[src/design/ilha_pkg.sv]
// shared types, constants and microprogram for the heap allocator
`default_nettype none

package ilha_pkg;

   // heap geometry
   localparam int HEAP_WORDS  = 4096;
   localparam int ALIGN_BYTES = 8;
   localparam int ALIGN_SH    = $clog2(ALIGN_BYTES);
   localparam int WORD_W      = $clog2(HEAP_WORDS);
   localparam int HDR_W       = 16;
   localparam int SIZE_W      = 16;
   localparam int ADDR_W      = 15;
   localparam int REQ_W       = SIZE_W + 1;
   localparam int BYTES_W     = $clog2(HEAP_WORDS * ALIGN_BYTES) + 1;
   localparam int SUM_W       = ((BYTES_W > HDR_W) ? BYTES_W : HDR_W) + 2;
   localparam int TOP_BYTES   = HEAP_WORDS * ALIGN_BYTES;
   localparam int RESET_BYTES = (32768 > TOP_BYTES) ? TOP_BYTES : 32768;
   localparam int MIN_BYTES   = 2 * ALIGN_BYTES;

   // result status codes
   typedef enum logic [2:0] {
      ST_OK       = 3'd0,
      ST_NOFIT    = 3'd1,
      ST_ZERO     = 3'd2,
      ST_NULLFREE = 3'd3,
      ST_BADFREE  = 3'd4
   } status_type;

   // microprogram step addresses
   typedef enum logic [4:0] {
      S_DISPATCH   = 5'd0,
      S_ACCEPT     = 5'd1,
      S_OP         = 5'd2,
      S_ALLOC      = 5'd3,
      S_WALK       = 5'd4,
      S_HDR        = 5'd5,
      S_ENDCHK     = 5'd6,
      S_LAST       = 5'd7,
      S_SPLITCHK   = 5'd8,
      S_SPLIT_HEAD = 5'd9,
      S_SPLIT_TAIL = 5'd10,
      S_WHOLE      = 5'd11,
      S_MID        = 5'd12,
      S_STEP       = 5'd13,
      S_TAKE       = 5'd14,
      S_GRANT      = 5'd15,
      S_NOFIT      = 5'd16,
      S_ZERO       = 5'd17,
      S_FREE_NULL  = 5'd18,
      S_FREE_CHK   = 5'd19,
      S_FREE_RD    = 5'd20,
      S_FREE_TST   = 5'd21,
      S_FREE_WR    = 5'd22,
      S_FREE_OK    = 5'd23,
      S_NULLFREE   = 5'd24,
      S_BADFREE    = 5'd25,
      S_INIT       = 5'd26
   } step_type;

   // jump conditions
   typedef enum logic [3:0] {
      C_NEVER,
      C_ALWAYS,
      C_INIT,
      C_NO_TAKE,
      C_FREE_OP,
      C_REQ_ZERO,
      C_POS_END,
      C_NEXT_OVER,
      C_NEXT_NE,
      C_LAST_NOFIT,
      C_NO_SPLIT,
      C_MID_FIT,
      C_ADDR_NULL,
      C_ADDR_BAD,
      C_NOT_ALLOC
   } cond_type;

   typedef enum logic [1:0] {
      M_NONE,
      M_READ,
      M_WRITE
   } mem_op_type;

   typedef enum logic [1:0] {
      A_POS,
      A_SPLIT,
      A_FREE,
      A_ZERO
   } addr_sel_type;

   typedef enum logic [2:0] {
      W_INIT,
      W_REQ1,
      W_REMAIN,
      W_MARK,
      W_WHOLE,
      W_CLEAR
   } wdata_sel_type;

   // one control word
   typedef struct packed {
      cond_type      cond;
      step_type      target;
      mem_op_type    mem_op;
      addr_sel_type  addr_sel;
      wdata_sel_type wdata_sel;
      logic          accept;
      logic          adv_pos;
      logic          clear_init;
      logic          emit;
      logic          emit_pos;
      status_type    status;
   } ctl_word_type;

   // datapath conditions seen by the sequencer
   typedef struct packed {
      logic init_pend;
      logic no_take;
      logic free_op;
      logic req_zero;
      logic pos_end;
      logic next_over;
      logic next_ne;
      logic last_nofit;
      logic no_split;
      logic mid_fit;
      logic addr_null;
      logic addr_bad;
      logic not_alloc;
      logic out_busy;
   } flags_type;

   // microprogram store
   function automatic ctl_word_type ucode_rom(input step_type s);
      ctl_word_type w;
      w.cond       = C_NEVER;
      w.target     = S_DISPATCH;
      w.mem_op     = M_NONE;
      w.addr_sel   = A_POS;
      w.wdata_sel  = W_INIT;
      w.accept     = 1'b0;
      w.adv_pos    = 1'b0;
      w.clear_init = 1'b0;
      w.emit       = 1'b0;
      w.emit_pos   = 1'b0;
      w.status     = ST_OK;
      case (s)
         S_DISPATCH: begin
            w.cond = C_INIT;       w.target = S_INIT;
         end
         S_ACCEPT: begin
            w.accept = 1'b1;
            w.cond = C_NO_TAKE;    w.target = S_DISPATCH;
         end
         S_OP: begin
            w.cond = C_FREE_OP;    w.target = S_FREE_NULL;
         end
         S_ALLOC: begin
            w.cond = C_REQ_ZERO;   w.target = S_ZERO;
         end
         S_WALK: begin
            w.mem_op = M_READ;     w.addr_sel = A_POS;
            w.cond = C_POS_END;    w.target = S_NOFIT;
         end
         S_HDR: begin
            w.cond = C_NEXT_OVER;  w.target = S_NOFIT;
         end
         S_ENDCHK: begin
            w.cond = C_NEXT_NE;    w.target = S_MID;
         end
         S_LAST: begin
            w.cond = C_LAST_NOFIT; w.target = S_NOFIT;
         end
         S_SPLITCHK: begin
            w.cond = C_NO_SPLIT;   w.target = S_WHOLE;
         end
         S_SPLIT_HEAD: begin
            w.mem_op = M_WRITE;    w.addr_sel = A_POS;   w.wdata_sel = W_REQ1;
         end
         S_SPLIT_TAIL: begin
            w.mem_op = M_WRITE;    w.addr_sel = A_SPLIT; w.wdata_sel = W_REMAIN;
            w.cond = C_ALWAYS;     w.target = S_GRANT;
         end
         S_WHOLE: begin
            w.mem_op = M_WRITE;    w.addr_sel = A_POS;   w.wdata_sel = W_WHOLE;
            w.cond = C_ALWAYS;     w.target = S_GRANT;
         end
         S_MID: begin
            w.cond = C_MID_FIT;    w.target = S_TAKE;
         end
         S_STEP: begin
            w.adv_pos = 1'b1;
            w.cond = C_ALWAYS;     w.target = S_WALK;
         end
         S_TAKE: begin
            w.mem_op = M_WRITE;    w.addr_sel = A_POS;   w.wdata_sel = W_MARK;
            w.cond = C_ALWAYS;     w.target = S_GRANT;
         end
         S_GRANT: begin
            w.emit = 1'b1;         w.emit_pos = 1'b1;    w.status = ST_OK;
            w.cond = C_ALWAYS;     w.target = S_DISPATCH;
         end
         S_NOFIT: begin
            w.emit = 1'b1;         w.status = ST_NOFIT;
            w.cond = C_ALWAYS;     w.target = S_DISPATCH;
         end
         S_ZERO: begin
            w.emit = 1'b1;         w.status = ST_ZERO;
            w.cond = C_ALWAYS;     w.target = S_DISPATCH;
         end
         S_FREE_NULL: begin
            w.cond = C_ADDR_NULL;  w.target = S_NULLFREE;
         end
         S_FREE_CHK: begin
            w.cond = C_ADDR_BAD;   w.target = S_BADFREE;
         end
         S_FREE_RD: begin
            w.mem_op = M_READ;     w.addr_sel = A_FREE;
         end
         S_FREE_TST: begin
            w.cond = C_NOT_ALLOC;  w.target = S_BADFREE;
         end
         S_FREE_WR: begin
            w.mem_op = M_WRITE;    w.addr_sel = A_FREE;  w.wdata_sel = W_CLEAR;
         end
         S_FREE_OK: begin
            w.emit = 1'b1;         w.status = ST_OK;
            w.cond = C_ALWAYS;     w.target = S_DISPATCH;
         end
         S_NULLFREE: begin
            w.emit = 1'b1;         w.status = ST_NULLFREE;
            w.cond = C_ALWAYS;     w.target = S_DISPATCH;
         end
         S_BADFREE: begin
            w.emit = 1'b1;         w.status = ST_BADFREE;
            w.cond = C_ALWAYS;     w.target = S_DISPATCH;
         end
         S_INIT: begin
            w.mem_op = M_WRITE;    w.addr_sel = A_ZERO;  w.wdata_sel = W_INIT;
            w.clear_init = 1'b1;
            w.cond = C_ALWAYS;     w.target = S_DISPATCH;
         end
         default: begin
            w.cond = C_ALWAYS;     w.target = S_DISPATCH;
         end
      endcase
      return w;
   endfunction

endpackage

`default_nettype wire

[src/design/ilha_useq.sv]
// microcode sequencer: step counter, control store and conditional jumps
`default_nettype none

module ilha_useq
   import ilha_pkg::*;
(
   input  wire logic      clock,
   input  wire logic      reset,
   input  wire flags_type flags,
   output ctl_word_type   ctl
);

   step_type upc_ff;
   step_type upc_in;
   logic     take_jump;

   // control word for the current step
   assign ctl = ucode_rom(upc_ff);

   // condition select
   always_comb begin
      case (ctl.cond)
         C_NEVER:      take_jump = 1'b0;
         C_ALWAYS:     take_jump = 1'b1;
         C_INIT:       take_jump = flags.init_pend;
         C_NO_TAKE:    take_jump = flags.no_take;
         C_FREE_OP:    take_jump = flags.free_op;
         C_REQ_ZERO:   take_jump = flags.req_zero;
         C_POS_END:    take_jump = flags.pos_end;
         C_NEXT_OVER:  take_jump = flags.next_over;
         C_NEXT_NE:    take_jump = flags.next_ne;
         C_LAST_NOFIT: take_jump = flags.last_nofit;
         C_NO_SPLIT:   take_jump = flags.no_split;
         C_MID_FIT:    take_jump = flags.mid_fit;
         C_ADDR_NULL:  take_jump = flags.addr_null;
         C_ADDR_BAD:   take_jump = flags.addr_bad;
         C_NOT_ALLOC:  take_jump = flags.not_alloc;
         default:      take_jump = 1'b0;
      endcase
   end

   // next step: hold on a blocked result, else jump or fall through
   always_comb begin
      if (ctl.emit && flags.out_busy) begin
         upc_in = upc_ff;
      end else if (take_jump) begin
         upc_in = ctl.target;
      end else begin
         upc_in = step_type'(upc_ff + 5'd1);
      end
   end

   always_ff @(posedge clock) begin
      if (reset) begin
         upc_ff <= S_DISPATCH;
      end else begin
         upc_ff <= upc_in;
      end
   end

   // an accepted beat always moves on to the operation branch
   a_accept_moves: assert property (@(posedge clock) disable iff (reset)
      (upc_ff == S_ACCEPT && !flags.no_take) |=> (upc_ff == S_OP))
      else $error("sequencer did not advance after accept");

   // a blocked result holds its step
   a_emit_holds: assert property (@(posedge clock) disable iff (reset)
      (ctl.emit && flags.out_busy) |=> $stable(upc_ff))
      else $error("sequencer left a blocked result step");

endmodule

`default_nettype wire

[config.mk]
export PLATFORM = sky130hd
export DESIGN_NAME = ilha_useq
export DESIGN_NICKNAME = d
export VERILOG_FILES = /design/src/design/ilha_pkg.sv /design/src/design/ilha_useq.sv
export SDC_FILE = /design/constraint.sdc
export NUM_CORES = 1
export LEC_CHECK = 0
export BUFFER_PORTS_ARGS = -buffer_cell sky130_fd_sc_hd__buf_2
export CAP_MARGIN = 15
export CELL_PAD_IN_SITES_DETAIL_PLACEMENT = 2
export CELL_PAD_IN_SITES_GLOBAL_PLACEMENT = 2
export CORE_ASPECT_RATIO = 0.6
export CORE_MARGIN = 4
export CORE_UTILIZATION = 25
export DETAILED_ROUTE_END_ITERATION = 6
export GPL_TIMING_DRIVEN = 0
export PLACE_DENSITY = 0.81
export SYNTH_ARGS = -nofsm -noshare
export SYNTH_HDL_FRONTEND = slang
export SYNTH_SLANG_ARGS = --single-unit
[constraint.sdc]
create_clock -name clock -period 4.1 [get_ports clock]
set_input_delay 0.41 -clock clock [delete_from_list [all_inputs] [get_ports clock]]
set_output_delay 0.41 -clock clock [all_outputs]
set_load 0.05 [all_outputs]
==> results of run 1 <==
[cells in the final DEF (no fill, tap or decap), drive strengths merged, types with 4 or more instances in the layout]
cell type  Yosys  routed
buf           11      49
nor2          19      19
nand2         18      18
inv           12      12
a21oi          9       9
o21ai          8       8
clkbuf         3       7
nand3          5       5
ha             5       5
dfxtp          5       5
and2           5       5
nand2b         4       4
a31oi          4       4
mux2i          4       4
o211ai         4       4
[area by class of cell]
type / count / area share
Clock buffer: 4 / 0.0302
Timing Repair Buffer: 38 / 0.128
Sequential cell: 5 / 0.0671
Buffer: 14 / 0.0453
Multi-Input combinational cell: 141 / 0.647
Inverter: 12 / 0.0302
Tap cell: 63 / 0.0529
[routing by layer]
layer / track usage / vias to the layer above
met4: 0.00599 / 0
met2: 0.268 / 34
met1: 0.275 / 737
met3: 0.0183 / 0
li1: - / 722
met5: 0 / -
[power by group]
group          internal (mW)  total [mW]  switching [mW]  leakage (nW)
Sequential            0.0656      0.0861          0.0205        0.0411
Clock                 0.0668      0.0913          0.0246        0.0228
Combinational          0.364        1.18           0.820         0.610
[worst max-delay path: stages, from the launching register on]
cell and delay, ns:
dfxtp_1 0.41, inv_1 0.11, ha_1 0.25, buf_2 0.21, nor2_1 0.26, a211o_1 0.17
o221ai_1 0.18, o21a_1 0.29, inv_1 0.07, buf_2 0.25
[logic make-up after synthesis]
| kind of cell | Yosys count |
|---|---|
| buffers and inverters | 26 |
| and+or+nand+nor | 71 |
| muxes | 6 |
| adders and majority gates | 5 |
| DFF | 5 |
| AOI/OAI and AO/OA | 58 |
| xor gates and xnor gates | 1 |
[how the worst max path moves through the flow]
stage	endpoint	slack (ns)	cells past startpoint
floorplan	upc_ff[3]	1.40	11
global placement	upc_ff[2]	1.37	10
detailed placement	upc_ff[2]	1.32	10
CTS	ctl[20]	1.29	9
global route	upc_ff[2]	1.13	10
finish	ctl[20]	1.25	9
[per-stage QoR]
stage	util	setup WS, ns	instance area, um^2	total power, mW
2_1_floorplan	-	1.40	1180	0.973
3_3_place_gp	0.317	1.37	1450	1.23
3_5_place_dp	0.317	1.32	1450	1.26
4_1_cts	0.327	1.29	1490	1.36
5_1_grt	0.327	1.13	1490	1.46
6_report	0.327	1.25	1490	1.36
==> impl_metrics.json, run 1 <==
{
  "synth_top_family_by_area": "compound AO/OA/AOI/OAI gates",
  "synth_compound_area_frac": 0.382,
  "netlist_top_cells_area": "dfxtp_1, nor2_1, nand2_1",
  "rows": 19,
  "ios": 40,
  "wire_per_inst_um": 18.3,
  "start_util": 0.258,
  "worst_setup_path_start_kind": "flip-flop",
  "dr_wl_met2_um": 2000,
  "setup_viol": 0,
  "insertion_delay_ns": 0.22,
  "synth_edf_count": 0,
  "drtIter0Drc": 38,
  "largest_reg_flops": 5,
  "postRouteAntennaNets": 0,
  "grt_pass1_wl_um": 7950,
  "reg2reg_depth": 10,
  "clockBufferDepth": 2,
  "cts_buffers": 3,
  "num_vias": 1493,
  "worstSetupEndpointType": "output port",
  "p_leak_nw": 0.674,
  "die_height_um": 61.2,
  "startpoint": "upc_ff[0]",
  "hp-class": "reg2reg",
  "max_cap_violations": 0,
  "cts-root-buf": "clkbuf_8",
  "viasPerCell": 5.39,
  "track_usage": 0.174,
  "synthMuxAreaShare": 0.0595,
  "final-seq-area_um2": 100,
  "synth.largest_area_cell": "dfxtp_1",
  "whs_path_depth": 2,
  "worstMarginPinSlew_ns": 0.593,
  "maxSlewViolCount": 0,
  "wirelength_um": 5080,
  "cp_data_required_time_ns": 3.69,
  "maxUsedRoutingLayer": "met3",
  "synthAdderAreaFrac": 0.0531,
  "hold-path-endpoint": "upc_ff[0]",
  "yosys.area_share.simple": 0.318,
  "syn2layout_area_growth_pct": 26.7,
  "fin_setup_tns_ns": 0,
  "skew_ns": 0.000667,
  "cts_sinks": 5,
  "grt_pass1_vias": 1458,
  "outcome": "finished clean",
  "ys.warnings.count": 0,
  "stdcell_count": 277,
  "arrival_ns": 2.44,
  "ys_seq_area_frac": 0.0850,
  "dp.cells": 273,
  "place_congestion": 0.780,
  "synthXorXnorAreaFrac": 0.00744,
  "port_buffers": 38,
  "timing.fmax_ghz": 0.351,
  "reg_top3": "upc_ff (5)",
  "cts_tree": "built",
  "synth_cell_type_count": 61,
  "crit_type": "reg2out",
  "reg2reg_to": "upc_ff[2]",
  "synthFlopType": "dfxtp_1",
  "ys_ff_latch": 5,
  "holdWs_ns": 0.557,
  "post-dp-hpwl_um": 4090,
  "path_max_fanout": 10,
  "fillers": 588,
  "die_area_um2": 5910,
  "synth-async-reset-ratio": 0,
  "nets": 236,
  "yosysMostFrequentCell": "nor2_1",
  "post-cts-setup-buffers": 0,
  "regToRegSetupSlack_ns": 1.30,
  "yosysTopAreaCellShare": 0.0850,
  "relSlewSlack": 0.605,
  "core-area_um2": 4560,
  "syn-num-nets": 193,
  "postSynthCellCount": 172,
  "rr_startpoint": "upc_ff[0]",
  "hp-start": "upc_ff[0]",
  "diodes": 0,
  "timing.final.crit_share": 0.695,
  "grt_max_degree": 11,
  "wl_met1_um": 2860,
  "die_w_um": 96.6,
  "cts_hold_buf": 0,
  "antenna_found_initial": 0,
  "power.density_nw_per_um2": 913,
  "gr-total-overflow": 0,
  "rsz0062_at_grt": "false",
  "drc": 0,
  "synth_commonest_cells": "nor2_1, nand2_1, a21oi_1, buf_2, inv_1",
  "syn_area_um2": 1180,
  "wl_met3_um": 227,
  "ctsResizeCount": 0,
  "regMostFlops": "upc_ff",
  "fin_crit_ns": 2.85,
  "hold_viol_final": 0,
  "syn_area_per_cell_um2": 6.85,
  "first_pass_iters": 4,
  "multi_input_area_um2": 965,
  "path_clk_slew_ns": 0.03,
  "htree_levels": 1,
  "drive_gt1_frac": 0.318,
  "peakVddDrop_v": 0.000482
}
Power figures use the tool's default switching activity.
==> run 2, diff against run 1 <==
--- a/config.mk
+++ b/config.mk
@@ -5,16 +5,17 @@
 export SDC_FILE = /design/constraint.sdc
 export NUM_CORES = 1
 export LEC_CHECK = 0
+export ABC_AREA = 1
 export BUFFER_PORTS_ARGS = -buffer_cell sky130_fd_sc_hd__buf_2
 export CAP_MARGIN = 15
 export CELL_PAD_IN_SITES_DETAIL_PLACEMENT = 2
 export CELL_PAD_IN_SITES_GLOBAL_PLACEMENT = 2
 export CORE_ASPECT_RATIO = 0.6
 export CORE_MARGIN = 4
-export CORE_UTILIZATION = 25
+export CORE_UTILIZATION = 20
 export DETAILED_ROUTE_END_ITERATION = 6
 export GPL_TIMING_DRIVEN = 0
-export PLACE_DENSITY = 0.81
+export PLACE_DENSITY = 0.8
 export SYNTH_ARGS = -nofsm -noshare
 export SYNTH_HDL_FRONTEND = slang
 export SYNTH_SLANG_ARGS = --single-unit
==> constraint.sdc (replaced) <==
create_clock -name clock -period 2.6 [get_ports clock]
set_input_delay 0.26 -clock clock [delete_from_list [all_inputs] [get_ports clock]]
set_output_delay 0.26 -clock clock [all_outputs]
set_load 0.05 [all_outputs]
==> run 2 against run 1 <==
Design area about the same. Global-route usage decreased by 3.7 points. Non-clock buffer count decreased by 5. Sequential power increased by 97%. Utilization decreased by 0.69 points. Critical endpoint is now upc_ff[4]. Via count decreased by 9.1%. Synthesized cell count increased by 6.4%. Largest power group unchanged. Setup slack got worse by 1.1 ns.
==> impl_metrics.json, run 2 <==
{
  "first_pass_iters": 4,
  "placed_area_um2": 1260,
  "startpoint": "upc_ff[0]",
  "power.density_nw_per_um2": 1570,
  "hold_viol_final": 0,
  "netlist_top_cells_area": "nand2_1, nand3_1, dfxtp_1",
  "rows": 19,
  "arrival_ns": 2.52,
  "yosysTopAreaCellShare": 0.168,
  "synth_cell_type_count": 26,
  "syn_area_per_cell_um2": 5.36,
  "yosysMostFrequentCell": "nand2_1",
  "final_cell_area_um2": 1490,
  "viasPerCell": 4.63,
  "synth_commonest_cells": "nand2_1, nand3_1, inv_1",
  "synth-async-reset-ratio": 0,
  "holdWs_ns": 0.202,
  "synth_edf_count": 0,
  "use_met3": 0.0268,
  "path_max_fanout": 7,
  "synthFlopType": "dfxtp_1",
  "drive_gt1_frac": 0.400,
  "post-dp-hpwl_um": 3660,
  "ys.warnings.count": 0,
  "syn2layout_area_growth_pct": 51.9,
  "hp-class": "in2reg",
  "antenna_found_initial": 0,
  "setup_viol": 0,
  "postSynthCellCount": 183,
  "cp_num_buf_inv": 3,
  "drtIter0Drc": 35,
  "grt_use_met2": 0.197,
  "cp_slowest_cell": "dfxtp_4",
  "core-area_um2": 4660,
  "path_clk_slew_ns": 0.04,
  "cts_tree": "built",
  "reg_top3": "upc_ff (5)",
  "mostFrequentLayoutCell": "nand2_1",
  "hp-start": "reset",
  "cp_data_required_time_ns": 2.71,
  "postRouteAntennaNets": 0,
  "drc": 0,
  "ys_ff_latch": 5,
  "p_leak_nw": 0.865,
  "worstSetupEndpointType": "flip-flop",
  "ios": 40,
  "fin_crit_ns": 2.41,
  "cts_sinks": 5,
  "wirelength_um": 4520,
  "port_buffers": 39,
  "track_usage": 0.138,
  "crit_path_frequent_cell": "nor2_1",
  "die_w_um": 98.4,
  "insertion_delay_ns": 0.23,
  "maxSlewViolCount": 0,
  "skew_ns": 0.00311,
  "worst_setup_path_start_kind": "flip-flop",
  "path_cells": "inv_2 > ha_4 > inv_1 > nor2_1 > nand2_2 > nand3_4 > nor2_4 > nand3_2 > nand2_4 > nor2_2 > nand3_1 > nand3_1 > nor2_4 > nand2_4 > inv_2 > nor2_1 > nor2_1 > nor2_1",
  "timing.final.crit_share": 0.928,
  "num_vias": 1357,
  "grt_max_degree": 11,
  "cts-root-buf": "clkbuf_8",
  "syn_area_um2": 981,
  "diodes": 0,
  "timing.fmax_ghz": 0.414,
  "most-common-layout-cells": "nand2_1, buf_2, nand3_1, inv_1, nor2_1",
  "synth.largest_area_cell": "nand2_1",
  "cts_buffers": 3,
  "grt_pass1_wl_um": 6940,
  "largest_reg_flops": 5,
  "fillers": 623,
  "worstMarginPinSlew_ns": 0.358,
  "clockBufferDepth": 2,
  "die_height_um": 62.2,
  "die_area_um2": 6130,
  "htree_levels": 1,
  "outcome": "finished clean",
  "peakVddDrop_v": 0.000769,
  "gr-total-overflow": 0,
  "grt_pass1_vias": 1373,
  "grt_use_met1": 0.218,
  "crit_type": "reg2reg",
  "nets": 252,
  "regMostFlops": "upc_ff",
  "start_util": 0.211,
  "rr_startpoint": "upc_ff[0]",
  "top_usage_layer": "met1",
  "crit_family": "simple AND/OR/NAND/NOR gates",
  "relSlewSlack": 0.761,
  "place_congestion": 0.765,
  "max_stage_delay_ns": 0.40,
  "wire_per_inst_um": 15.4,
  "syn-num-nets": 204,
  "max_cap_violations": 0,
  "ys_seq_area_frac": 0.102
}
==> run 2: worst register-to-register path: cells and delay by family (launching register included) <==
kind | cells | cell delay [ns]
adders and majority gates | 1 | 0.19
DFF | 1 | 0.40
buffers and inverters | 3 | 0.23
and+or+nand+nor | 14 | 1.47
==> run 2: layout make-up <==
type                    instances  area, um^2  share of cell area
plain buffers                   3        20.0              0.0134
clock buffers                   4        45.0              0.0302
inverters                      30         113              0.0756
multi-input cells             144         892               0.599
flip-flops and latches          5         109              0.0730
well taps                      63        78.8              0.0529
repair buffers                 44         233               0.156
==> run 2: where the power goes <==
group,total [mW],switching (mW),leakage [nW],internal (mW)
registers,0.170,0.0554,0.0429,0.114
clock network,0.148,0.0426,0.0228,0.106
logic,2.02,1.43,0.799,0.592
total,2.34,1.53,0.865,0.811
==> run 2: logic make-up (layout without fill, tap and decap cells) <==
group           after synthesis  after routing  synth area share
xor+xnor                      2              2            0.0179
compound gates               15             15            0.0944
buf+inv                      34             81             0.136
flops                         5              5             0.102
simple gates                122            122             0.585
fa+ha+maj                     5              5            0.0638
==> run 2: path summary, 6_finish.rpt <==
path	slack, ns	end	depth (start not counted)
min	0.20	upc_ff[2]	2
min reg2reg	0.61	upc_ff[1]	2
max reg2reg	0.19	upc_ff[4]	18
max	0.19	upc_ff[4]	18
==> run 2: metal layers <==
| metal | vias up | share of wire | wire, um |
|---|---|---|---|
| met4 | 0 | 0.0033 | 15 |
| met2 | 33 | 0.42 | 1900 |
| li1 | 687 | - | - |
| met5 | - | 0 | 0 |
| met1 | 634 | 0.53 | 2380 |
| met3 | 3 | 0.048 | 218 |
==> run 2: what timing repair did <==
action | in CTS | in global routing
setup buffers | 0 | 5
setup endpoints to repair | 6 | 6
gates resized for setup | 8 | 30
hold buffers | 0 | 0
pin swaps | 2 | 7
==> run 2: stage by stage <==
step           total power, mW   util  setup slack (ns)  TNS [ns]  cells
3_5_place_dp              1.91  0.271            -0.175    -0.686    285
2_1_floorplan             1.49      -            0.0479         0    183
3_3_place_gp              1.87  0.271            -0.109    -0.349    285
6_report                  2.34  0.320             0.187         0    293
5_1_grt                   2.57  0.320           -0.0292   -0.0441    293
4_1_cts                   2.09  0.284            0.0122         0    288
