--- src/design/ilha_pkg.sv ---
// shared types, constants and microprogram for the heap allocator
`default_nettype none

package ilha_pkg;

   // heap geometry
   localparam int HEAP_WORDS  = 4096;
   localparam int ALIGN_BYTES = 8;
   localparam int ALIGN_SH    = $clog2(ALIGN_BYTES);
   localparam int WORD_W      = $clog2(HEAP_WORDS);
   localparam int HDR_W       = 16;
   localparam int SIZE_W      = 16;
   localparam int ADDR_W      = 15;
   localparam int REQ_W       = SIZE_W + 1;
   localparam int BYTES_W     = $clog2(HEAP_WORDS * ALIGN_BYTES) + 1;
   localparam int SUM_W       = ((BYTES_W > HDR_W) ? BYTES_W : HDR_W) + 2;
   localparam int TOP_BYTES   = HEAP_WORDS * ALIGN_BYTES;
   localparam int RESET_BYTES = (32768 > TOP_BYTES) ? TOP_BYTES : 32768;
   localparam int MIN_BYTES   = 2 * ALIGN_BYTES;

   // result status codes
   typedef enum logic [2:0] {
      ST_OK       = 3'd0,
      ST_NOFIT    = 3'd1,
      ST_ZERO     = 3'd2,
      ST_NULLFREE = 3'd3,
      ST_BADFREE  = 3'd4
   } status_type;

   // microprogram step addresses
   typedef enum logic [4:0] {
      S_DISPATCH   = 5'd0,
      S_ACCEPT     = 5'd1,
      S_OP         = 5'd2,
      S_ALLOC      = 5'd3,
      S_WALK       = 5'd4,
      S_HDR        = 5'd5,
      S_ENDCHK     = 5'd6,
      S_LAST       = 5'd7,
      S_SPLITCHK   = 5'd8,
      S_SPLIT_HEAD = 5'd9,
      S_SPLIT_TAIL = 5'd10,
      S_WHOLE      = 5'd11,
      S_MID        = 5'd12,
      S_STEP       = 5'd13,
      S_TAKE       = 5'd14,
      S_GRANT      = 5'd15,
      S_NOFIT      = 5'd16,
      S_ZERO       = 5'd17,
      S_FREE_NULL  = 5'd18,
      S_FREE_CHK   = 5'd19,
      S_FREE_RD    = 5'd20,
      S_FREE_TST   = 5'd21,
      S_FREE_WR    = 5'd22,
      S_FREE_OK    = 5'd23,
      S_NULLFREE   = 5'd24,
      S_BADFREE    = 5'd25,
      S_INIT       = 5'd26
   } step_type;

   // jump conditions
   typedef enum logic [3:0] {
      C_NEVER,
      C_ALWAYS,
      C_INIT,
      C_NO_TAKE,
      C_FREE_OP,
      C_REQ_ZERO,
      C_POS_END,
      C_NEXT_OVER,
      C_NEXT_NE,
      C_LAST_NOFIT,
      C_NO_SPLIT,
      C_MID_FIT,
      C_ADDR_NULL,
      C_ADDR_BAD,
      C_NOT_ALLOC
   } cond_type;

   typedef enum logic [1:0] {
      M_NONE,
      M_READ,
      M_WRITE
   } mem_op_type;

   typedef enum logic [1:0] {
      A_POS,
      A_SPLIT,
      A_FREE,
      A_ZERO
   } addr_sel_type;

   typedef enum logic [2:0] {
      W_INIT,
      W_REQ1,
      W_REMAIN,
      W_MARK,
      W_WHOLE,
      W_CLEAR
   } wdata_sel_type;

   // one control word
   typedef struct packed {
      cond_type      cond;
      step_type      target;
      mem_op_type    mem_op;
      addr_sel_type  addr_sel;
      wdata_sel_type wdata_sel;
      logic          accept;
      logic          adv_pos;
      logic          clear_init;
      logic          emit;
      logic          emit_pos;
      status_type    status;
   } ctl_word_type;

   // datapath conditions seen by the sequencer
   typedef struct packed {
      logic init_pend;
      logic no_take;
      logic free_op;
      logic req_zero;
      logic pos_end;
      logic next_over;
      logic next_ne;
      logic last_nofit;
      logic no_split;
      logic mid_fit;
      logic addr_null;
      logic addr_bad;
      logic not_alloc;
      logic out_busy;
   } flags_type;

   // microprogram store
   function automatic ctl_word_type ucode_rom(input step_type s);
      ctl_word_type w;
      w.cond       = C_NEVER;
      w.target     = S_DISPATCH;
      w.mem_op     = M_NONE;
      w.addr_sel   = A_POS;
      w.wdata_sel  = W_INIT;
      w.accept     = 1'b0;
      w.adv_pos    = 1'b0;
      w.clear_init = 1'b0;
      w.emit       = 1'b0;
      w.emit_pos   = 1'b0;
      w.status     = ST_OK;
      case (s)
         S_DISPATCH: begin
            w.cond = C_INIT;       w.target = S_INIT;
         end
         S_ACCEPT: begin
            w.accept = 1'b1;
            w.cond = C_NO_TAKE;    w.target = S_DISPATCH;
         end
         S_OP: begin
            w.cond = C_FREE_OP;    w.target = S_FREE_NULL;
         end
         S_ALLOC: begin
            w.cond = C_REQ_ZERO;   w.target = S_ZERO;
         end
         S_WALK: begin
            w.mem_op = M_READ;     w.addr_sel = A_POS;
            w.cond = C_POS_END;    w.target = S_NOFIT;
         end
         S_HDR: begin
            w.cond = C_NEXT_OVER;  w.target = S_NOFIT;
         end
         S_ENDCHK: begin
            w.cond = C_NEXT_NE;    w.target = S_MID;
         end
         S_LAST: begin
            w.cond = C_LAST_NOFIT; w.target = S_NOFIT;
         end
         S_SPLITCHK: begin
            w.cond = C_NO_SPLIT;   w.target = S_WHOLE;
         end
         S_SPLIT_HEAD: begin
            w.mem_op = M_WRITE;    w.addr_sel = A_POS;   w.wdata_sel = W_REQ1;
         end
         S_SPLIT_TAIL: begin
            w.mem_op = M_WRITE;    w.addr_sel = A_SPLIT; w.wdata_sel = W_REMAIN;
            w.cond = C_ALWAYS;     w.target = S_GRANT;
         end
         S_WHOLE: begin
            w.mem_op = M_WRITE;    w.addr_sel = A_POS;   w.wdata_sel = W_WHOLE;
            w.cond = C_ALWAYS;     w.target = S_GRANT;
         end
         S_MID: begin
            w.cond = C_MID_FIT;    w.target = S_TAKE;
         end
         S_STEP: begin
            w.adv_pos = 1'b1;
            w.cond = C_ALWAYS;     w.target = S_WALK;
         end
         S_TAKE: begin
            w.mem_op = M_WRITE;    w.addr_sel = A_POS;   w.wdata_sel = W_MARK;
            w.cond = C_ALWAYS;     w.target = S_GRANT;
         end
         S_GRANT: begin
            w.emit = 1'b1;         w.emit_pos = 1'b1;    w.status = ST_OK;
            w.cond = C_ALWAYS;     w.target = S_DISPATCH;
         end
         S_NOFIT: begin
            w.emit = 1'b1;         w.status = ST_NOFIT;
            w.cond = C_ALWAYS;     w.target = S_DISPATCH;
         end
         S_ZERO: begin
            w.emit = 1'b1;         w.status = ST_ZERO;
            w.cond = C_ALWAYS;     w.target = S_DISPATCH;
         end
         S_FREE_NULL: begin
            w.cond = C_ADDR_NULL;  w.target = S_NULLFREE;
         end
         S_FREE_CHK: begin
            w.cond = C_ADDR_BAD;   w.target = S_BADFREE;
         end
         S_FREE_RD: begin
            w.mem_op = M_READ;     w.addr_sel = A_FREE;
         end
         S_FREE_TST: begin
            w.cond = C_NOT_ALLOC;  w.target = S_BADFREE;
         end
         S_FREE_WR: begin
            w.mem_op = M_WRITE;    w.addr_sel = A_FREE;  w.wdata_sel = W_CLEAR;
         end
         S_FREE_OK: begin
            w.emit = 1'b1;         w.status = ST_OK;
            w.cond = C_ALWAYS;     w.target = S_DISPATCH;
         end
         S_NULLFREE: begin
            w.emit = 1'b1;         w.status = ST_NULLFREE;
            w.cond = C_ALWAYS;     w.target = S_DISPATCH;
         end
         S_BADFREE: begin
            w.emit = 1'b1;         w.status = ST_BADFREE;
            w.cond = C_ALWAYS;     w.target = S_DISPATCH;
         end
         S_INIT: begin
            w.mem_op = M_WRITE;    w.addr_sel = A_ZERO;  w.wdata_sel = W_INIT;
            w.clear_init = 1'b1;
            w.cond = C_ALWAYS;     w.target = S_DISPATCH;
         end
         default: begin
            w.cond = C_ALWAYS;     w.target = S_DISPATCH;
         end
      endcase
      return w;
   endfunction

endpackage

`default_nettype wire

--- src/design/ilha_datapath.sv ---
// datapath: request registers, walk position, header math, heap size, result register
`default_nettype none

module ilha_datapath
   import ilha_pkg::*;
(
   input  wire logic               clock,
   input  wire logic               reset,
   input  wire ctl_word_type       ctl,
   output flags_type               flags,
   // request channel
   input  wire logic               req_valid,
   output logic                    req_stall,
   input  wire logic               req_action,
   input  wire logic [SIZE_W-1:0]  req_request_size,
   input  wire logic [ADDR_W-1:0]  req_block_address,
   // result channel
   output logic                    rsp_valid,
   input  wire logic               rsp_stall,
   output logic      [ADDR_W-1:0]  rsp_payload_address,
   output logic      [2:0]         rsp_status,
   // heap size register
   input  wire logic               csr_wr_en,
   input  wire logic [SIZE_W-1:0]  csr_wr_data,
   // header memory
   output logic                    mem_wr_en,
   output logic                    mem_rd_en,
   output logic      [WORD_W-1:0]  mem_addr,
   output logic      [HDR_W-1:0]   mem_wr_data,
   input  wire logic [HDR_W-1:0]   mem_rd_data
);

   logic                      action_ff;
   logic [REQ_W-1:0]          req_ff;
   logic [ADDR_W-1:0]         addr_ff;
   logic [BYTES_W-1:0]        pos_ff;
   logic [BYTES_W-1:0]        pos_in;
   logic [BYTES_W-1:0]        heap_bytes_ff;
   logic                      init_pend_ff;
   logic                      rsp_valid_ff;
   logic [ADDR_W-1:0]         rsp_addr_ff;
   status_type                rsp_status_ff;

   logic                      accept;
   logic [REQ_W-1:0]          req_round;
   logic [SIZE_W-1:0]         cfg_size;
   logic                      cfg_ok;
   logic [BYTES_W-1:0]        cfg_bytes;
   logic [HDR_W-1:0]          pv;
   logic                      is_free;
   logic [SUM_W-1:0]          next_pos;
   logic [SUM_W-1:0]          end_pos;
   logic [SUM_W-1:0]          split_pos;
   logic [HDR_W-1:0]          remain;
   logic [ADDR_W-ALIGN_SH-1:0] free_word;
   logic                      load_rsp;

   // accept when the sequencer asks and the heap header is in place
   assign req_stall = !(ctl.accept && !init_pend_ff);
   assign accept    = req_valid && !req_stall;

   // round the request up to the alignment
   assign req_round = (REQ_W'(req_request_size) + REQ_W'(ALIGN_BYTES - 1))
                      & ~REQ_W'(ALIGN_BYTES - 1);

   always_ff @(posedge clock) begin
      if (accept) begin
         action_ff <= req_action;
         req_ff    <= req_round;
         addr_ff   <= req_block_address;
      end
   end

   // header fields
   assign pv        = {mem_rd_data[HDR_W-1:ALIGN_SH], ALIGN_SH'(0)};
   assign is_free   = (mem_rd_data[ALIGN_SH-1:0] == '0);
   assign end_pos   = SUM_W'(heap_bytes_ff);
   assign next_pos  = SUM_W'(pos_ff) + SUM_W'(pv) + SUM_W'(ALIGN_BYTES);
   assign split_pos = SUM_W'(pos_ff) + SUM_W'(req_ff) + SUM_W'(ALIGN_BYTES);
   assign remain    = HDR_W'(SUM_W'(pv) - SUM_W'(req_ff) - SUM_W'(ALIGN_BYTES));
   assign free_word = addr_ff[ADDR_W-1:ALIGN_SH] - 1'b1;

   // walk position
   always_comb begin
      if (accept) begin
         pos_in = '0;
      end else if (ctl.adv_pos) begin
         pos_in = BYTES_W'(next_pos);
      end else begin
         pos_in = pos_ff;
      end
   end

   always_ff @(posedge clock) begin
      if (reset) begin
         pos_ff <= '0;
      end else begin
         pos_ff <= pos_in;
      end
   end

   // heap size register, rounded down and saturated; small sizes ignored
   assign cfg_size  = {csr_wr_data[SIZE_W-1:ALIGN_SH], ALIGN_SH'(0)};
   assign cfg_ok    = (cfg_size >= SIZE_W'(MIN_BYTES));
   assign cfg_bytes = (SUM_W'(cfg_size) > SUM_W'(TOP_BYTES)) ?
                      BYTES_W'(TOP_BYTES) : BYTES_W'(cfg_size);

   always_ff @(posedge clock) begin
      if (reset) begin
         heap_bytes_ff <= BYTES_W'(RESET_BYTES);
         init_pend_ff  <= 1'b1;
      end else if (csr_wr_en && cfg_ok) begin
         heap_bytes_ff <= cfg_bytes;
         init_pend_ff  <= 1'b1;
      end else if (ctl.clear_init) begin
         init_pend_ff  <= 1'b0;
      end
   end

   // conditions for the sequencer
   always_comb begin
      flags.init_pend  = init_pend_ff;
      flags.no_take    = !accept;
      flags.free_op    = action_ff;
      flags.req_zero   = (req_ff == '0);
      flags.pos_end    = (SUM_W'(pos_ff) >= end_pos);
      flags.next_over  = (next_pos > end_pos);
      flags.next_ne    = (next_pos != end_pos);
      flags.last_nofit = !is_free || (SUM_W'(req_ff) > SUM_W'(pv));
      flags.no_split   = (SUM_W'(pv) < SUM_W'(req_ff) + SUM_W'(MIN_BYTES));
      flags.mid_fit    = is_free && (SUM_W'(pv) >= SUM_W'(req_ff));
      flags.addr_null  = (addr_ff == '0);
      flags.addr_bad   = (addr_ff[ALIGN_SH-1:0] != '0)
                         || (addr_ff < ADDR_W'(ALIGN_BYTES))
                         || (SUM_W'(addr_ff) > end_pos);
      flags.not_alloc  = !mem_rd_data[0];
      flags.out_busy   = rsp_valid_ff && rsp_stall;
   end

   // header memory port
   assign mem_wr_en = (ctl.mem_op == M_WRITE);
   assign mem_rd_en = (ctl.mem_op == M_READ);

   always_comb begin
      case (ctl.addr_sel)
         A_POS:   mem_addr = pos_ff[ALIGN_SH +: WORD_W];
         A_SPLIT: mem_addr = split_pos[ALIGN_SH +: WORD_W];
         A_FREE:  mem_addr = WORD_W'(free_word);
         A_ZERO:  mem_addr = '0;
         default: mem_addr = '0;
      endcase
   end

   always_comb begin
      case (ctl.wdata_sel)
         W_INIT:   mem_wr_data = HDR_W'(heap_bytes_ff - BYTES_W'(ALIGN_BYTES));
         W_REQ1:   mem_wr_data = HDR_W'(req_ff + 1'b1);
         W_REMAIN: mem_wr_data = remain;
         W_MARK:   mem_wr_data = mem_rd_data | HDR_W'(1);
         W_WHOLE:  mem_wr_data = pv | HDR_W'(1);
         W_CLEAR:  mem_wr_data = mem_rd_data & ~HDR_W'(1);
         default:  mem_wr_data = mem_rd_data;
      endcase
   end

   // result register
   assign load_rsp = ctl.emit && !flags.out_busy;

   always_ff @(posedge clock) begin
      if (reset) begin
         rsp_valid_ff <= 1'b0;
      end else if (load_rsp) begin
         rsp_valid_ff <= 1'b1;
      end else if (rsp_valid_ff && !rsp_stall) begin
         rsp_valid_ff <= 1'b0;
      end
   end

   always_ff @(posedge clock) begin
      if (load_rsp) begin
         rsp_addr_ff   <= ctl.emit_pos ?
                          ADDR_W'(SUM_W'(pos_ff) + SUM_W'(ALIGN_BYTES)) : '0;
         rsp_status_ff <= ctl.status;
      end
   end

   assign rsp_valid           = rsp_valid_ff;
   assign rsp_payload_address = rsp_addr_ff;
   assign rsp_status          = rsp_status_ff;

   // walk position stays on a header boundary
   a_pos_aligned: assert property (@(posedge clock) disable iff (reset)
      pos_ff[ALIGN_SH-1:0] == '0)
      else $error("walk position off a header boundary");

   // heap size never drops below two words
   a_heap_min: assert property (@(posedge clock) disable iff (reset)
      heap_bytes_ff >= BYTES_W'(MIN_BYTES))
      else $error("heap size below minimum");

   // only a granted allocation carries an address
   a_null_on_fail: assert property (@(posedge clock) disable iff (reset)
      (rsp_valid_ff && rsp_status_ff != ST_OK) |-> (rsp_addr_ff == '0))
      else $error("failed result carries an address");

endmodule

`default_nettype wire

--- config.mk ---
export PLATFORM = sky130hd
export DESIGN_NAME = ilha_datapath
export DESIGN_NICKNAME = d
export VERILOG_FILES = /design/src/design/ilha_pkg.sv /design/src/design/ilha_datapath.sv
export SDC_FILE = /design/constraint.sdc
export NUM_CORES = 1
export LEC_CHECK = 0
export BUFFER_PORTS_ARGS = -buffer_cell sky130_fd_sc_hd__buf_2
export CORE_MARGIN = 2
export CORE_UTILIZATION = 58
export DETAILED_ROUTE_END_ITERATION = 7
export PLACE_DENSITY = 0.84
export SETUP_SLACK_MARGIN = 0.15
export SLEW_MARGIN = 5
export SYNTH_ARGS = -nofsm -noshare
export SYNTH_HDL_FRONTEND = slang
export SYNTH_SLANG_ARGS = --single-unit
--- constraint.sdc ---
create_clock -name clock -period 8.8 [get_ports clock]
set_input_delay 1.76 -clock clock [delete_from_list [all_inputs] [get_ports clock]]
set_output_delay 1.76 -clock clock [all_outputs]
set_load 0.005 [all_outputs]
==> results_dict.tcl, run 1 <==
set metrics [dict create \
    status "finished, final reports clean" \
    hold_path.class "flop to flop" \
    regArea_mm2 0.00191 \
    slew_viol_final 0 \
    crit_required_ns 7.04 \
    crit_chain "buf_2, inv_1, ha_1, inv_1, ha_1, inv_1, fa_1, nor2b_1, o31a_1, o31a_1, o31a_1, and2_1, nor2_1, ha_1, and3_1, and3_1, a21o_1, a31oi_1, a21oi_1, a211o_1, buf_2" \
    grt_pass1_vias 7024 \
    die-area_mm2 0.0142 \
    hold_viol 0 \
    cts-root-buf "clkbuf_16" \
    synth_compound_area_frac 0.187 \
    peakVddDrop_uv 139 \
    io_pins 157 \
    nets 1267 \
    drive_above_1_share 0.158 \
    drc 0 \
    netlist.area_leader.share 0.219 \
    viasPerCell 6.07 \
    syn-cell-area_mm2 0.00771 \
    yosys.area_share.simple 0.186 \
    drt_pre_antenna_iters 7 \
    cts_buffers 9 \
    cts_htree_levels 3 \
    cpLargestDelayFamily "compound AO/OA/AOI/OAI gates" \
    synth_seq_cells 73 \
    start_util 0.587 \
    power-per-cell-area_mw_per_mm2 157 \
    die_height_um 119 \
    cts_sinks 73 \
    postRouteAntennaNets 0 \
    syn_to_final_growth_pct 15.1 \
    clk_latency_ns 0.35 \
    tns_ns 0 \
    critPathLaunchType "primary input" \
    synth_top_family_by_area "adder cells" \
    syn_avg_cell_area_um2 8.56 \
    fill_cells 1116 \
    dr_total_vias 7385 \
    dp.cells 1200 \
    fin_area_mm2 0.00888 \
    yosysTopAreaCell "ha_1" \
    total_power_mw 1.40 \
    crit_buf_inv 5 \
    synth_cell_types 62 \
    setup_viol 0 \
    synth_xor_area_frac 0.0772 \
    num_rows 42 \
    ys_top_cells_by_area "ha_1, edfxtp_1, dfxtp_1" \
    synth_most_common_cell "ha_1" \
    syn_inst 901 \
    routabilityCongestion 0.971 \
    muxShareOfSynthArea 0.0156 \
    synthAdderAreaFrac 0.229 \
    fin_crit_sh 0.818 \
    path_max_fanout 4 \
    final_util 0.676 \
    min_period_ns 7.20 \
    finalWirelength_mm 21.3 \
    grt_use_total 0.303 \
    synthFlopType "edfxtp_1" \
    maxCapViolations 0 \
    port_buffers 141 \
    relSlewSlack 0.219 \
    static-leakage-power_nw 4.16 \
    worst_path_max_delay_cell "o31a_1" \
    clock_path_buffers 2 \
    dpl_cell_area_mm2 0.00855 \
    slowest_delay_ns 0.30 \
    worstSetupEndpointType "output port" \
    drt_iter0_markers 589 \
    rsz0062_at_grt "no" \
    core_area_mm2 0.0131 \
    synth-edff-count 45 \
    crit_arrival_ns 5.44 \
    cts-resized-gates 0 \
    worst_pin_slew_ns 1.17 \
    final_cells 1216 \
    path_clk_slew_ns 0.05 \
    worstSetupPathType "primary input to output port" \
    async_flop_share 0 \
    hpwl_mm 16.4 \
    yosysWarnings 0 \
    fmax_ghz 0.139 \
    wl_per_cell_um 17.5 \
    multi_input_area_mm2 0.00537 \
    cts_tree "built" \
    grt_pass1_wl_mm 34.1 \
    post-cts-setup-buffers 0 \
    fp.dieW_um 119 \
    overflow 0 \
    synth_commonest_cells "ha_1, inv_1, nand2_1" \
    grt_max_degree 31 \
    n_antenna_cell 0 \
    clock_skew_ns 0.00712 \
    cts-hold-fix-buffers 0 \
    seq_area_frac_synth 0.248 \
    antenna_found_initial 1 \
]
-- final timing paths --
path             startpoint           end  slack, ns  depth (start not counted)
min reg2reg    init_pend_ff  init_pend_ff       0.51                          2
max reg2reg       pos_ff[3]    pos_ff[14]       5.84                         12
min            init_pend_ff  init_pend_ff       0.51                          2
max          mem_rd_data[3]      flags[8]       1.60                         21
-- tightest hold or removal path: stages, from the launching register on --
cell and delay (ns):
dfxtp_1 0.31, inv_1 0.08, o21ai_0 0.08
-- placed cells by master (no fill, tap or decap), types with 8 or more instances in the layout --
cell	instances
nand2_1	64
buf_2	141
clkbuf_16	9
o22ai_1	11
o211ai_1	9
o21ai_0	51
nor3_1	17
dfxtp_1	28
nand3_1	30
mux2i_1	12
a21o_1	18
xor2_1	19
a22oi_1	8
a22o_1	10
inv_1	88
nor2b_1	17
edfxtp_1	45
nor2_1	58
o31ai_1	11
xnor2_1	49
ha_1	135
and2_1	14
a21oi_1	44
nand2b_1	9
nand4_1	13
nor4_1	13
and3_1	18
-- power breakdown --
group,internal [mW],switching [mW],total [mW]
clock,0.251,0.154,0.405
combinational,0.252,0.304,0.555
sequential,0.388,0.0478,0.436
total,0.891,0.505,1.40
-- cells by family after synthesis --
| family | after synthesis |
|---|---|
| AOI/OAI and AO/OA | 218 |
| xor gates and xnor gates | 68 |
| adders and majority gates | 139 |
| buffers and inverters | 110 |
| DFF | 73 |
| muxes | 12 |
| other | 1 |
| and+or+nand+nor | 280 |
-- final cells by class --
type                    instances  area share
multi-input cells             720       0.605
flip-flops and latches         73       0.215
repair buffers                142      0.0803
inverters                      89      0.0376
clock buffers                   9      0.0254
well taps                     176      0.0248
clock inverters                 7      0.0116
-- metrics by stage --
step | hold WS (ns) | setup slack, ns
finish | 0.510 | 1.60
global route | 0.570 | 1.45
CTS | 0.512 | 1.67
detailed placement | 0.509 | 1.67
global placement | 0.475 | 1.75
floorplan | 0.449 | 2.23
-- flip-flops by register name, indices dropped and copies added, names as in the netlist --
name	cells
req_ff	14
rsp_payload_address	12
addr_ff	15
pos_ff	13
rsp_status	3
init_pend_ff	1
rsp_valid	1
action_ff	1
heap_bytes_ff	13
-- routing by layer --
| metal | wire length, um | GRT usage |
|---|---|---|
| met1 | 8730 | 0.384 |
| met5 | 0 | 0 |
| met2 | 9700 | 0.499 |
| met3 | 1990 | 0.0570 |
| met4 | 848 | 0.143 |
No activity file was read; power rests on OpenSTA's default activity.
==> run 2, diff against run 1 <==
--- a/config.mk
+++ b/config.mk
@@ -7,9 +7,9 @@
 export LEC_CHECK = 0
 export BUFFER_PORTS_ARGS = -buffer_cell sky130_fd_sc_hd__buf_2
 export CORE_MARGIN = 2
-export CORE_UTILIZATION = 58
+export CORE_UTILIZATION = 57
 export DETAILED_ROUTE_END_ITERATION = 7
-export PLACE_DENSITY = 0.84
+export PLACE_DENSITY = 0.82
 export SETUP_SLACK_MARGIN = 0.15
 export SLEW_MARGIN = 5
 export SYNTH_ARGS = -nofsm -noshare
==> constraint.sdc (replaced) <==
create_clock -name clock -period 7.15 [get_ports clock]
set_input_delay 1.43 -clock clock [delete_from_list [all_inputs] [get_ports clock]]
set_output_delay 1.43 -clock clock [all_outputs]
set_load 0.005 [all_outputs]
==> results_dict.tcl, run 2 (synthesis gave the netlist of run 1 again) <==
set metrics [dict create \
    status "finished, final reports clean" \
    final_cell_mix "buf_2, ha_1, inv_1, nand2_1, nor2_1" \
    tns_ns 0 \
    grt_pass1_vias 6860 \
    drive_above_1_share 0.159 \
    fp.dieW_um 120 \
    antenna_found_initial 0 \
    multi_input_area_mm2 0.00537 \
    largest_register "addr_ff" \
    path_max_fanout 4 \
    grt_use_total 0.300 \
    hpwl_mm 16.8 \
    overflow 0 \
    cts-hold-fix-buffers 0 \
    viasPerCell 6.12 \
    final_cells 1216 \
    postRouteAntennaNets 0 \
    peakVddDrop_uv 151 \
    worst_pin_slew_ns 1.12 \
    regArea_mm2 0.00191 \
    p_sw_frac 0.378 \
    highest_layer "met4" \
    cts_buffers 9 \
    port_buffers 141 \
    finalWirelength_mm 21.6 \
    routed-wl-met2_mm 10.1 \
    largest_reg_flops 15 \
    wl_met1_mm 8.92 \
    seqPwrFrac 0.324 \
    fin_crit_sh 0.909 \
    cts-root-buf "clkbuf_16" \
    fmax_ghz 0.154 \
    dp.cells 1200 \
    slew_viol_final 0 \
    total_power_mw 1.65 \
    p_switching_mw 0.624 \
    path_clk_slew_ns 0.06 \
    start_util 0.582 \
    reg_top3 "addr_ff x15, req_ff x14" \
    power-per-cell-area_mw_per_mm2 187 \
    worstSetupPathType "primary input to output port" \
    clock_path_buffers 2 \
    drt_pre_antenna_iters 6 \
    cts-resized-gates 0 \
    num_rows 42 \
    relSlewSlack 0.237 \
    fill_cells 1150 \
    layout_commonest_cell "buf_2" \
    setup_viol 0 \
    setup_ws_ns 0.649 \
    die-area_mm2 0.0145 \
    p_int_mw 1.03 \
    cts_htree_levels 3 \
    grt_pass1_wl_mm 33.9 \
    pre_cts_slack_ns 0.729 \
    crit_arrival_ns 5.07 \
    combPwrFrac 0.413 \
    clock_skew_ns 0.00725 \
    n_antenna_cell 0 \
    routabilityCongestion 0.954 \
    hold_path.class "flop to flop" \
    worstSetupEndpointType "output port" \
    post-cts-setup-buffers 0 \
    critPathLaunchType "primary input" \
    drt_iter0_markers 723 \
    maxCapViolations 0 \
    cts_tree "built" \
    routed-wl-met3_mm 1.99 \
    io_pins 157 \
    crit_required_ns 5.72 \
    nets 1267 \
    dr_total_vias 7445 \
    drc 0 \
    core_area_mm2 0.0132 \
    clkPwrFrac 0.263 \
    wl_per_cell_um 17.8 \
    rsz0062_at_grt "no" \
    grt_max_degree 31 \
    clk_latency_ns 0.35 \
    hold_viol 0 \
    die_height_um 120 \
    syn_to_final_growth_pct 14.6 \
    min_period_ns 6.50 \
    cts_sinks 73 \
    static-leakage-power_nw 4.13 \
]
[run 2: through the flow]
stage / area, um^2 / hold WS, ns / util
floorplan: 7720 / 0.449 / -
global placement: 8550 / 0.470 / 0.646
detailed placement: 8550 / 0.493 / 0.646
CTS: 8840 / 0.507 / 0.667
global route: 8840 / 0.538 / 0.667
finish: 8840 / 0.510 / 0.667
[run 2: area by class of cell]
type                            count  share of cell area
Timing Repair Buffer              142              0.0807
Tap cell                          176              0.0249
Inverter                           89              0.0378
Clock inverter                      7             0.00680
Multi-Input combinational cell    720               0.608
Clock buffer                        9              0.0255
Sequential cell                    73               0.216
[run 2: worst paths after layout]
check | slack [ns] | cells after the start | start | to
min reg2reg | 0.51 | 1 | heap_bytes_ff[13] | heap_bytes_ff[13]
max | 0.65 | 20 | mem_rd_data[3] | flags[8]
min | 0.51 | 1 | heap_bytes_ff[13] | heap_bytes_ff[13]
max reg2reg | 4.13 | 12 | pos_ff[3] | pos_ff[14]
[run 2: metal layers]
metal	vias up	global-route usage
met4	0	0.0930
met2	360	0.506
met3	52	0.0524
li1	3567	-
met1	3466	0.393
met5	-	0
[run 2: power by group through the flow]
| stage | Clock, mW | Combinational [mW] | Sequential [mW] |
|---|---|---|---|
| after floorplan | 0 | 0.487 | 0.515 |
| after CTS | 0.440 | 0.671 | 0.532 |
| after detailed placement | 0 | 0.663 | 0.541 |
| after global placement | 0 | 0.646 | 0.540 |
| after global routing | 0.458 | 0.769 | 0.537 |
| final | 0.435 | 0.682 | 0.535 |
[run 2: critical path, stage by stage]
cell	delay, ns
buf_2	0.10
inv_1	0.16
ha_1	0.18
inv_1	0.04
ha_1	0.18
inv_1	0.07
fa_1	0.20
nor2b_1	0.07
o31a_1	0.27
o31a_1	0.29
o31a_1	0.31
and2_1	0.19
nor2_1	0.10
ha_1	0.24
and3_1	0.19
a221o_1	0.35
a22oi_1	0.19
a21oi_1	0.11
a211o_1	0.25
buf_2	0.13
==> run 3, diff against run 2 <==
--- a/config.mk
+++ b/config.mk
@@ -10,6 +10,7 @@
 export CORE_UTILIZATION = 57
 export DETAILED_ROUTE_END_ITERATION = 7
 export PLACE_DENSITY = 0.82
+export RECOVER_POWER = 100
 export SETUP_SLACK_MARGIN = 0.15
 export SLEW_MARGIN = 5
 export SYNTH_ARGS = -nofsm -noshare
==> results_dict.tcl, run 3 (synthesis gave the netlist of run 1 again) <==
set metrics [dict create \
    worstHoldPathCells 1 \
    final_cell_mix "ha_1, buf_2, inv_1, nand2_1, nor2_1" \
    routabilityCongestion 0.954 \
    crit_required_ns 5.72 \
    dr_total_vias 7463 \
    relSlewSlack -0.0696 \
    cts_sinks 73 \
    worst_path_max_delay_cell "a221o_1" \
    syn_to_final_growth_pct 13.9 \
    tns_ns 0 \
    nets 1267 \
    overflow 0 \
    cpLargestDelayFamily "compound AO/OA/AOI/OAI gates" \
    setup_viol 0 \
    grt_pass1_vias 6860 \
    cts-hold-fix-buffers 0 \
    fin_area_mm2 0.00878 \
    antenna_found_initial 0 \
    clock_skew_ns 0.00663 \
    seqPwrFrac 0.325 \
    port_buffers 141 \
    reg_top3 "addr_ff x15, req_ff x14" \
    dpl_cell_area_mm2 0.00855 \
    hold_path.class "flop to flop" \
    die-area_mm2 0.0145 \
    num_rows 42 \
    rsz0062_at_grt "no" \
    drt_iter0_markers 790 \
    worstSetupPathType "primary input to output port" \
    cts-root-buf "clkbuf_16" \
    total_power_mw 1.65 \
    path_max_fanout 4 \
    crit_chain "clkbuf_1, ha_1, ha_1, inv_1, fa_1, nor2b_1, o31a_1, o31a_1, o31a_1, and2_0, nor2_1, ha_1, and3_1, a221o_1, a22oi_1, a21oi_1, a211o_1, buf_2" \
    clock_path_buffers 2 \
    cp.depth 18 \
    core_area_mm2 0.0132 \
    grt_use_total 0.300 \
    clkPwrFrac 0.264 \
    largest_register "addr_ff" \
    slew_viol_final 31 \
    crit_buf_inv 3 \
    drc 0 \
    post-cts-setup-buffers 0 \
    cts_tree "built" \
    layout_commonest_cell "ha_1" \
    cts_htree_levels 3 \
    postRouteAntennaNets 0 \
    fp.dieW_um 120 \
    hold_viol 0 \
    drt_pre_antenna_iters 6 \
    worstSetupEndpointType "output port" \
    combPwrFrac 0.411 \
    fmax_ghz 0.153 \
    wl_per_cell_um 17.8 \
    fin_crit_sh 0.914 \
    reg2reg_depth 12 \
    critPathLaunchType "primary input" \
    peakVddDrop_uv 150 \
    die_height_um 120 \
    finalWirelength_mm 21.6 \
    fill_cells 1168 \
    cts_buffers 9 \
    viasPerCell 6.14 \
    crit_arrival_ns 5.11 \
    p_sw_frac 0.379 \
    pre_cts_slack_ns 0.729 \
    grt_pass1_wl_mm 33.9 \
    n_antenna_cell 0 \
    maxCapViolations 1 \
    drive_above_1_share 0.117 \
    hpwl_mm 16.8 \
    static-leakage-power_nw 4.00 \
    setup_ws_ns 0.614 \
    cts-resized-gates 0 \
    status "finished with violations" \
    grt_max_degree 31 \
    start_util 0.582 \
    power-per-cell-area_mw_per_mm2 187 \
    p_int_mw 1.02 \
    largest_reg_flops 15 \
    min_period_ns 6.54 \
    worst_pin_slew_ns 1.60 \
    violations "capacitance limit, slew limit" \
    path_clk_slew_ns 0.06 \
    io_pins 157 \
    slowest_delay_ns 0.35 \
    p_switching_mw 0.624 \
    clk_latency_ns 0.35 \
]
[run 3: worst paths after layout]
check | startpoint | endpoint | slack [ns]
worst min register to register | heap_bytes_ff[13] | heap_bytes_ff[13] | 0.51
worst max-delay path | mem_rd_data[4] | flags[8] | 0.61
worst min-delay path | heap_bytes_ff[13] | heap_bytes_ff[13] | 0.51
worst max register to register | pos_ff[3] | pos_ff[14] | 4.14
[run 3: power by group through the flow]
stage | sequential [mW] | combinational [mW] | clock, mW
global route | 0.537 | 0.763 | 0.458
CTS | 0.532 | 0.671 | 0.440
floorplan | 0.515 | 0.487 | 0
detailed placement | 0.541 | 0.663 | 0
finish | 0.536 | 0.676 | 0.434
global placement | 0.540 | 0.646 | 0
[run 3: worst reg2reg max path, stage by stage (launching register included)]
cell and delay, ns:
dfxtp_1 0.48, inv_1 0.18, ha_1 0.22, inv_1 0.05
ha_1 0.15, inv_1 0.05, fa_1 0.40, nor2b_1 0.15
o31a_1 0.19, o31a_1 0.20, a21oi_1 0.13, or4b_2 0.65
nand3_1 0.09
[run 3: cell type report]
type	instances	area (um^2)	area share
Multi-Input combinational cell	720	5370	0.612
Clock inverter	7	60.1	0.00684
Timing Repair Buffer	142	658	0.0750
Inverter	89	334	0.0380
Sequential cell	73	1910	0.218
Tap cell	176	220	0.0251
Clock buffer	9	225	0.0256
[run 3: metrics by stage]
step | utilization | hold slack, ns | cells
after global placement | 0.646 | 0.470 | 1200
after floorplan | - | 0.449 | 903
after global routing | 0.663 | 0.538 | 1216
after CTS | 0.667 | 0.507 | 1216
after detailed placement | 0.646 | 0.493 | 1200
final | 0.663 | 0.507 | 1216
[run 3: routing by layer]
| metal | wire [um] | vias up | track usage |
|---|---|---|---|
| li1 | - | 3570 | - |
| met1 | 9000 | 3503 | 0.393 |
| met2 | 10100 | 339 | 0.506 |
| met3 | 1940 | 51 | 0.0524 |
| met4 | 582 | 0 | 0.0930 |
| met5 | 0 | - | 0 |
